## config.mk

```make
export PLATFORM = sky130hd
export DESIGN_NAME = eacp_front_flat
export DESIGN_NICKNAME = d
export VERILOG_FILES = /design/src/eacp_pkg.sv /design/src/eacp_if.sv /design/src/eacp_front.sv /design/src/flat_wrapper.sv
export SDC_FILE = /design/constraint.sdc
export NUM_CORES = 1
export LEC_CHECK = 0
export BUFFER_PORTS_ARGS = -buffer_cell sky130_fd_sc_hd__buf_2
export CORE_MARGIN = 2
export CORE_UTILIZATION = 39
export DETAILED_ROUTE_END_ITERATION = 12
export PLACE_DENSITY_LB_ADDON = 0.08
export RECOVER_POWER = 100
export SYNTH_ARGS = -nofsm -noshare
export SYNTH_HDL_FRONTEND = slang
export SYNTH_SLANG_ARGS = --single-unit
```

## constraint.sdc

```tcl
create_clock -name i_clk -period 5.2 [get_ports i_clk]
set_input_delay 0.26 -clock i_clk [delete_from_list [all_inputs] [get_ports i_clk]]
set_output_delay 0.26 -clock i_clk [all_outputs]
set_load 0.005 [all_outputs]
```

## src/eacp_pkg.sv

```systemverilog
// Package for the easing animation channel pool.
// Holds command and curve codes, queue and slot record types and fixed-point constants.
// Used by the front, back and top-level modules; depends on nothing.
package eacp_pkg;

    // Command codes carried by the input channel.
    typedef enum logic [1:0] {
        CMD_CREATE   = 2'd0,
        CMD_STOP     = 2'd1,
        CMD_STOP_ALL = 2'd2,
        CMD_TICK     = 2'd3
    } t_cmd_code;

    // Curve codes; the unnamed last code behaves as linear.
    localparam logic [2:0] CRV_LINEAR = 3'd0;
    localparam logic [2:0] CRV_IN     = 3'd1;
    localparam logic [2:0] CRV_OUT    = 3'd2;
    localparam logic [2:0] CRV_INOUT  = 3'd3;
    localparam logic [2:0] CRV_LOOP   = 3'd4;
    localparam logic [2:0] CRV_SINE   = 3'd5;
    localparam logic [2:0] CRV_STEP   = 3'd6;

    // One in Q1.16, and pi in Q2.30 for the sine table.
    localparam logic [16:0] ONE_Q16 = 17'h10000;
    localparam longint unsigned PI_Q30 = 64'd3373259426;

    // Width of the reported channel count.
    localparam int LIVE_W = 5;

    // Depth of the queue between the front and back parts.
    localparam int QUEUE_DEPTH = 2;

    // A classified command waiting in the queue.
    typedef struct packed {
        t_cmd_code   cmd;
        logic [31:0] time_ms;
        logic [15:0] stop_handle;
        logic [31:0] start_value;
        logic [31:0] end_value;
        logic [23:0] period;
        logic [2:0]  curve;
        logic        loop_en;
        logic        paused;
    } t_queue_entry;

    // Stored contents of one channel slot.
    typedef struct packed {
        logic [15:0] handle;
        logic [31:0] start_time;
        logic [23:0] period;
        logic [2:0]  curve;
        logic [31:0] from_value;
        logic [31:0] to_value;
        logic        loop_en;
        logic        paused;
    } t_slot_rec;

endpackage

```

## src/eacp_if.sv

```systemverilog
// Channel interfaces of the easing animation channel pool.
// Command input channel and result output channel, each with valid and ready.
// Depends on nothing.
interface eacp_cmd_if;
    logic               valid;
    logic               ready;
    logic [1:0]         command;
    logic signed [31:0] time_ms;
    logic [15:0]        stop_handle;
    logic signed [31:0] start_value;
    logic signed [31:0] end_value;
    logic [23:0]        duration_ms;
    logic [2:0]         curve_kind;
    logic               loop_enable;
    logic               start_paused;

    modport source (
        output valid, command, time_ms, stop_handle, start_value, end_value,
        output duration_ms, curve_kind, loop_enable, start_paused,
        input  ready
    );
    modport sink (
        input  valid, command, time_ms, stop_handle, start_value, end_value,
        input  duration_ms, curve_kind, loop_enable, start_paused,
        output ready
    );
endinterface


```

## src/eacp_front.sv

```systemverilog
// Front part of the easing animation channel pool: accepts and classifies commands.
// Holds a two-entry queue toward the back part; depends on eacp_pkg and eacp_if.
module eacp_front (
    input  logic                  i_clk,
    input  logic                  i_rst_n,
    eacp_cmd_if.sink              i_cmd_if,
    output logic                  o_q_valid,
    output eacp_pkg::t_queue_entry o_q_entry,
    input  logic                  i_q_pop
);
    import eacp_pkg::*;

    t_queue_entry n_entry;
    t_queue_entry r_fifo [QUEUE_DEPTH];
    logic         r_wr_ptr;
    logic         r_rd_ptr;
    logic [1:0]   r_fill;
    logic         push;

    // Classify the incoming command; a zero period is stored as one.
    always_comb begin
        n_entry.cmd         = t_cmd_code'(i_cmd_if.command);
        n_entry.time_ms     = i_cmd_if.time_ms;
        n_entry.stop_handle = i_cmd_if.stop_handle;
        n_entry.start_value = i_cmd_if.start_value;
        n_entry.end_value   = i_cmd_if.end_value;
        n_entry.period      = (i_cmd_if.duration_ms == 24'd0) ? 24'd1 : i_cmd_if.duration_ms;
        n_entry.curve       = i_cmd_if.curve_kind;
        n_entry.loop_en     = i_cmd_if.loop_enable;
        n_entry.paused      = i_cmd_if.start_paused;
    end

    assign i_cmd_if.ready = (r_fill != 2'(QUEUE_DEPTH));
    assign push           = i_cmd_if.valid && i_cmd_if.ready;
    assign o_q_valid      = (r_fill != 2'd0);
    assign o_q_entry      = r_fifo[r_rd_ptr];

    // Queue storage, no reset on the payload.
    always_ff @(posedge i_clk) begin
        if (push) begin
            r_fifo[r_wr_ptr] <= n_entry;
        end
    end

    // Queue pointers and fill level.
    always_ff @(posedge i_clk) begin
        if (!i_rst_n) begin
            r_wr_ptr <= 1'b0;
            r_rd_ptr <= 1'b0;
            r_fill   <= 2'd0;
        end else begin
            if (push) begin
                r_wr_ptr <= ~r_wr_ptr;
            end
            if (i_q_pop) begin
                r_rd_ptr <= ~r_rd_ptr;
            end
            if (push && !i_q_pop) begin
                r_fill <= r_fill + 2'd1;
            end else if (!push && i_q_pop) begin
                r_fill <= r_fill - 2'd1;
            end
        end
    end
endmodule

```

## src/flat_wrapper.sv

```systemverilog
// flat-port wrapper written by rule: the top's interface ports become plain ports
module eacp_front_flat import eacp_pkg::*;
  (i_clk, i_rst_n, o_q_valid, o_q_entry, i_q_pop, i_cmd_if_valid, i_cmd_if_command, i_cmd_if_time_ms, i_cmd_if_stop_handle, i_cmd_if_start_value, i_cmd_if_end_value, i_cmd_if_duration_ms, i_cmd_if_curve_kind, i_cmd_if_loop_enable, i_cmd_if_start_paused, i_cmd_if_ready);
  eacp_cmd_if i_cmd_if_i ();
  input  logic i_clk;
  input  logic i_rst_n;
  output logic o_q_valid;
  output eacp_pkg::t_queue_entry o_q_entry;
  input  logic i_q_pop;
  input wire logic [$bits(i_cmd_if_i.valid)-1:0] i_cmd_if_valid;
  input wire logic [$bits(i_cmd_if_i.command)-1:0] i_cmd_if_command;
  input wire logic [$bits(i_cmd_if_i.time_ms)-1:0] i_cmd_if_time_ms;
  input wire logic [$bits(i_cmd_if_i.stop_handle)-1:0] i_cmd_if_stop_handle;
  input wire logic [$bits(i_cmd_if_i.start_value)-1:0] i_cmd_if_start_value;
  input wire logic [$bits(i_cmd_if_i.end_value)-1:0] i_cmd_if_end_value;
  input wire logic [$bits(i_cmd_if_i.duration_ms)-1:0] i_cmd_if_duration_ms;
  input wire logic [$bits(i_cmd_if_i.curve_kind)-1:0] i_cmd_if_curve_kind;
  input wire logic [$bits(i_cmd_if_i.loop_enable)-1:0] i_cmd_if_loop_enable;
  input wire logic [$bits(i_cmd_if_i.start_paused)-1:0] i_cmd_if_start_paused;
  output wire logic [$bits(i_cmd_if_i.ready)-1:0] i_cmd_if_ready;
  assign i_cmd_if_i.valid = i_cmd_if_valid;
  assign i_cmd_if_i.command = i_cmd_if_command;
  assign i_cmd_if_i.time_ms = i_cmd_if_time_ms;
  assign i_cmd_if_i.stop_handle = i_cmd_if_stop_handle;
  assign i_cmd_if_i.start_value = i_cmd_if_start_value;
  assign i_cmd_if_i.end_value = i_cmd_if_end_value;
  assign i_cmd_if_i.duration_ms = i_cmd_if_duration_ms;
  assign i_cmd_if_i.curve_kind = i_cmd_if_curve_kind;
  assign i_cmd_if_i.loop_enable = i_cmd_if_loop_enable;
  assign i_cmd_if_i.start_paused = i_cmd_if_start_paused;
  assign i_cmd_if_ready = i_cmd_if_i.ready;
  eacp_front u_core (.i_clk(i_clk), .i_rst_n(i_rst_n), .i_cmd_if(i_cmd_if_i), .o_q_valid(o_q_valid), .o_q_entry(o_q_entry), .i_q_pop(i_q_pop));
endmodule
```

# [Word level (Yosys, flattened, before mapping)]
# Memories as Yosys holds them, arrays and structs flattened. A register that Yosys moved wholly into a read port is not among the register bits.
# Index checks and enable logic that the tools add are counted.
[totals] out_inout_bits=145 romBits=0 latch_bits=0 inputBits=147 mem_bits_rw=286 register_bits=4 memories=1
[memory_table] name="u_core.r_fifo" depth=2 word_bits=143 rd=1 rd_clocked_by_memory_dff=1 write_ports=1 line="eacp_front.sv:14" rtl="t_queue_entry r_fifo [QUEUE_DEPTH];"
[classes] n_reduce_logical=8 n_mul=0 eq_ne=1 div=0 n_shift=0 order_cmp=0 addsub=2 bitwise=2 n_mux=7
[ops] cell="$logic_not 24->1" count=1
[ops] cell="$mux 24" count=1
[ops] cell="$mux 1" count=4
[ops] cell="$mux 2" count=2
[ops] cell="$reduce_bool 2->1" count=2
[ops] cell="$logic_and 1x1->1" count=3
[ops] cell="$add 2x1->2 const B" count=1
[ops] cell="$logic_not 1->1" count=2
[ops] cell="$ne 2x2->1 const B" count=1
[ops] cell="$not 1->1" count=2
[ops] cell="$sub 2x1->2 const B" count=1

# [Logic depth before layout (Yosys ltp)]
[depth] ltp_word=6 ltp_mapped=6 mapped_depth_nobuf=6

# [Least setup slack after synthesis]
# OpenSTA, ideal clock, no wires.
[synth_path] path_kind="register to register" from="reg u_core.r_fill[0]" to="mem u_core.r_fifo[1][0] (netlist bit), enable pin" slack_ns=0.762 path_stages_with_launch=3 setup_time_ns=0.520 period_less_slack_ns=4.438 arrival_ns=3.917 path_cell_list="dfxtp_1 -> nand2b_1 -> and3_1"
[synth_via] elab_chain_cells=4
[synth_rtl] element="from (decl)" line="eacp_front.sv:17" rtl="logic [1:0] r_fill;"
[synth_rtl] element="from (signal assigned)" line="eacp_front.sv:59" rtl="r_fill <= r_fill + 2'd1;"
[synth_rtl] element="from (signal assigned)" line="eacp_front.sv:61" rtl="r_fill <= r_fill - 2'd1;"
[synth_rtl] element="$ne 2x2->1" line="eacp_front.sv:33" rtl="assign i_cmd_if.ready = (r_fill != 2'(QUEUE_DEPTH));"
[synth_rtl] element="via i_cmd_if_ready" line="flat_wrapper.sv:20" rtl="output wire logic [$bits(i_cmd_if_i.ready)-1:0] i_cmd_if_ready;"
[synth_rtl] element="$logic_and 1x1->1" line="eacp_front.sv:34" rtl="assign push = i_cmd_if.valid && i_cmd_if.ready;"
[synth_rtl] element="$mux 1" line="eacp_front.sv:40" rtl="if (push) begin"
[synth_rtl] element="$mux 1 (implied by the code)" line="eacp_front.sv:41" rtl="r_fifo[r_wr_ptr] <= n_entry;"
[synth_rtl] element="to (decl)" line="eacp_front.sv:14"
# The timed path passes the listed nets, and every way through them passes these cells.

# [Final worst setup path]
[layout_path] from="reg u_core.r_fill[0]" to="mem u_core.r_fifo[1][141] (netlist bit), enable pin"
[layout_via] elab_chain_cells=4
[layout_rtl] element="$ne 2x2->1" line="eacp_front.sv:33"
[layout_rtl] element="$logic_and 1x1->1" line="eacp_front.sv:34"
[layout_rtl] element="$mux 1" line="eacp_front.sv:40"
[layout_rtl] element="$mux 1 (implied by the code)" line="eacp_front.sv:41"
# No other way between the ends.

==> results.cfg <==
[status]
status = complete, but fails checks
violations = max-capacitance violations, max-slew violations

[worst_setup_path]
reg2regPathDepth = 3
worstPathArrival_ps = 3750
timing.rr.end = u_core.r_fifo[1][141]
critical_path_required_ps = 5330
worst_r2r_startpoint = u_core.r_fill[0]
rrSetupSlack_ps = 1580
cp-end-kind = register
startpoint_type = register
crit_path_max_fanout = 73
path_class = reg2reg

[global_route]
met2_usage_pct = 24.3
grt_pass1_vias = 6547
grt_antenna_before_repair = 2
grt_use_met3_pct = 4.99
met1_usage_pct = 18.3
grt_util_all_layers_pct = 14.8
busiest_layer = met2
grt_max_degree = 85
grt_pass1_wl_um = 33600
grt_overflow = 0

[job]
cap_violations = 4

[drt]
wire_per_inst_um = 17.0
ant_nets = 0
vias = 6051
totalWireLength_um = 22800
drt-initial-drc-count = 343
first_pass_iters = 5
vias_per_cell = 4.51
drc = 0

[logic_synthesis]
synthCells = 502
syn_area_um2 = 11000
yosysSeqAreaShare_pct = 79.2
ys.flop_type = edfxtp_1
synthesis.nets = 650
synth_top_area_share_pct = 78.3
syn_area_per_cell_um2 = 21.8
synth_top_cell_by_area = edfxtp_1
synth_area_leaders = edfxtp_1 78%, mux2_4 9.6%, mux2_2 7.5%, buf_6 0.92%, dfxtp_1 0.91%
ys_types = 25
synthArstFlopShare_pct = 0
synth_warnings = 0
synth_edf_count = 286
synth-seq-cells = 291

[power]
pwr-share-clk_pct = 37.4
p_leak_nw = 5.17
p_seq_share_pct = 50.0
switchingPower_w = 0.00128
p_comb_share_pct = 12.5
p_int_w = 0.00453
p_sw_share_pct = 22.1
ir_drop_uv = 333
total_power_w = 0.00581
pwr_density_cell_nw_per_um2 = 394

[clocking]
cts_sinks = 291
clkTransAtPathRegs_ps = 60
clockRootBuffer = clkbuf_16
postCtsSetupBuffers = 0
numCtsBuffers = 31
clk_latency_ps = 540
cts_hold_repair.buffers = 144
cts-htree-levels = 1
clockBufferDepth = 3
tritoncts = yes
cts_resized = 0

[min_path]
hold_depth = 3
hold_path_class = in2reg
worstHoldStart = i_q_pop

[sta]
rsz0062_at_grt = no
timing.fmax_ghz = 0.276
setup_tns_ps = 0
finalSetupViolCount = 0
finalHoldViolCount = 0
finalMaxSlewViolations = 164
slew_headroom_pct = -37.2
finalCriticalPeriod_ps = 3620
tightest_slew_ps = 2060
clock-skew-final_ps = 5.14
finalCritPeriodShare_pct = 69.7

[placed_design]
placed_cell_area_um2 = 12700
portBuffers = 291
gp_congestion = 0.765
dp_hpwl_um = 14200

[layout]
final_cell_mix = 286 x edfxtp_1, 163 x clkbuf_1, 144 x dlygate4sd3_1, 130 x buf_2, 73 x mux2_1
area_growth_pct = 34.4
drive_gt1_share_pct = 26.6
final_common_cell = edfxtp_1
finalNetCount = 1085
final_area_um2 = 14700

[floorplan]
core_um2 = 27700
io_pins = 292
die_w_um = 172
initial_core_util_pct = 39.6
num_rows = 61
dieArea_um2 = 29500
die_h_um = 172
critical path, stage by stage, from the launching register on:
cell and delay (ps):
dfxtp_1 390, nand2b_1 230, and3_4 890, clkbuf_2 1560
power groups by stage:
stage	sequential (W)	combinational, W	clock, W
floorplan	0.00296	0.000430	0
global placement	0.00294	0.000740	0
detailed placement	0.00296	0.000753	0
CTS	0.00291	0.000844	0.00224
global route	0.00293	0.000801	0.00232
finish	0.00291	0.000727	0.00217
kinds of logic (layout without fill, tap and decap cells):
| group | after synthesis | count (layout) | synth area share (%) |
|---|---|---|---|
| AOI/OAI and AO/OA | 5 | 5 | 0.297 |
| and+or+nand+nor | 17 | 17 | 0.890 |
| xor gates and xnor gates | 3 | 3 | 0.240 |
| muxes | 143 | 143 | 17.1 |
| buffers and inverters | 42 | 501 | 2.13 |
| DFF | 291 | 291 | 79.2 |
| other | 0 | 2 | 0 |
| adders and majority gates | 1 | 1 | 0.114 |
sequential cells by signal (all words and copies together), names as in the netlist, named ones only:
signal and flops:
u_core.r_rd_ptr 1, u_core.r_wr_ptr 1, u_core.r_fifo 286, u_core.r_fill 2
through the flow:
| stage | std cells | utilization (%) | hold slack [ps] | setup WS, ps |
|---|---|---|---|---|
| floorplan | 502 | - | 359 | 762 |
| global placement | 1138 | 46.0 | 448 | 2860 |
| detailed placement | 1138 | 46.0 | 451 | 2740 |
| CTS | 1339 | 54.9 | 0.354 | 2350 |
| global route | 1341 | 53.2 | 60.5 | 1300 |
| finish | 1341 | 53.2 | 47.9 | 1580 |
area by class of cell:
class | instances | area [µm²]
antenna | 2 | 5.00
clock buffer | 35 | 791
clock inverter | 22 | 234
fill | 2387 | 13000
inverter | 3 | 16.3
multi-input combinational | 169 | 1800
sequential | 291 | 8690
tap | 378 | 473
timing repair buffer | 441 | 2730
worst max-delay path by stage:
stage | slack (ps) | end | cells past startpoint | startpoint
2_1_floorplan | 760 | u_core.r_fifo[1][0] | 2 | u_core.r_fill[0]
3_3_place_gp | 2860 | u_core.r_fifo[1][4] | 3 | u_core.r_fill[0]
3_5_place_dp | 2740 | u_core.r_fifo[0][132] | 4 | u_core.r_fill[0]
4_1_cts | 2350 | o_q_entry[53] | 3 | register
5_1_grt | 1300 | u_core.r_fifo[1][3] | 3 | u_core.r_fill[0]
6_report | 1580 | u_core.r_fifo[1][141] | 3 | u_core.r_fill[0]
per-layer routing:
| metal | vias up | wire length [µm] | share of wire, % |
|---|---|---|---|
| li1 | 2830 | - | - |
| met1 | 2929 | 9530 | 42 |
| met5 | - | 0 | 0 |
| met3 | 51 | 2130 | 9.3 |
| met4 | 0 | 660 | 2.9 |
| met2 | 241 | 10500 | 46 |
Yosys cell counts, types with 2 or more instances:
master    number
buf_6          9
nor2_1         3
mux2_4        70
xor2_1         2
mux2_2        73
a21oi_1        2
buf_2          7
clkbuf_1      23
inv_1          3
edfxtp_1     286
dfxtp_1        5
nor4_1         6
Note: power is estimated with default switching activity, not from simulation.
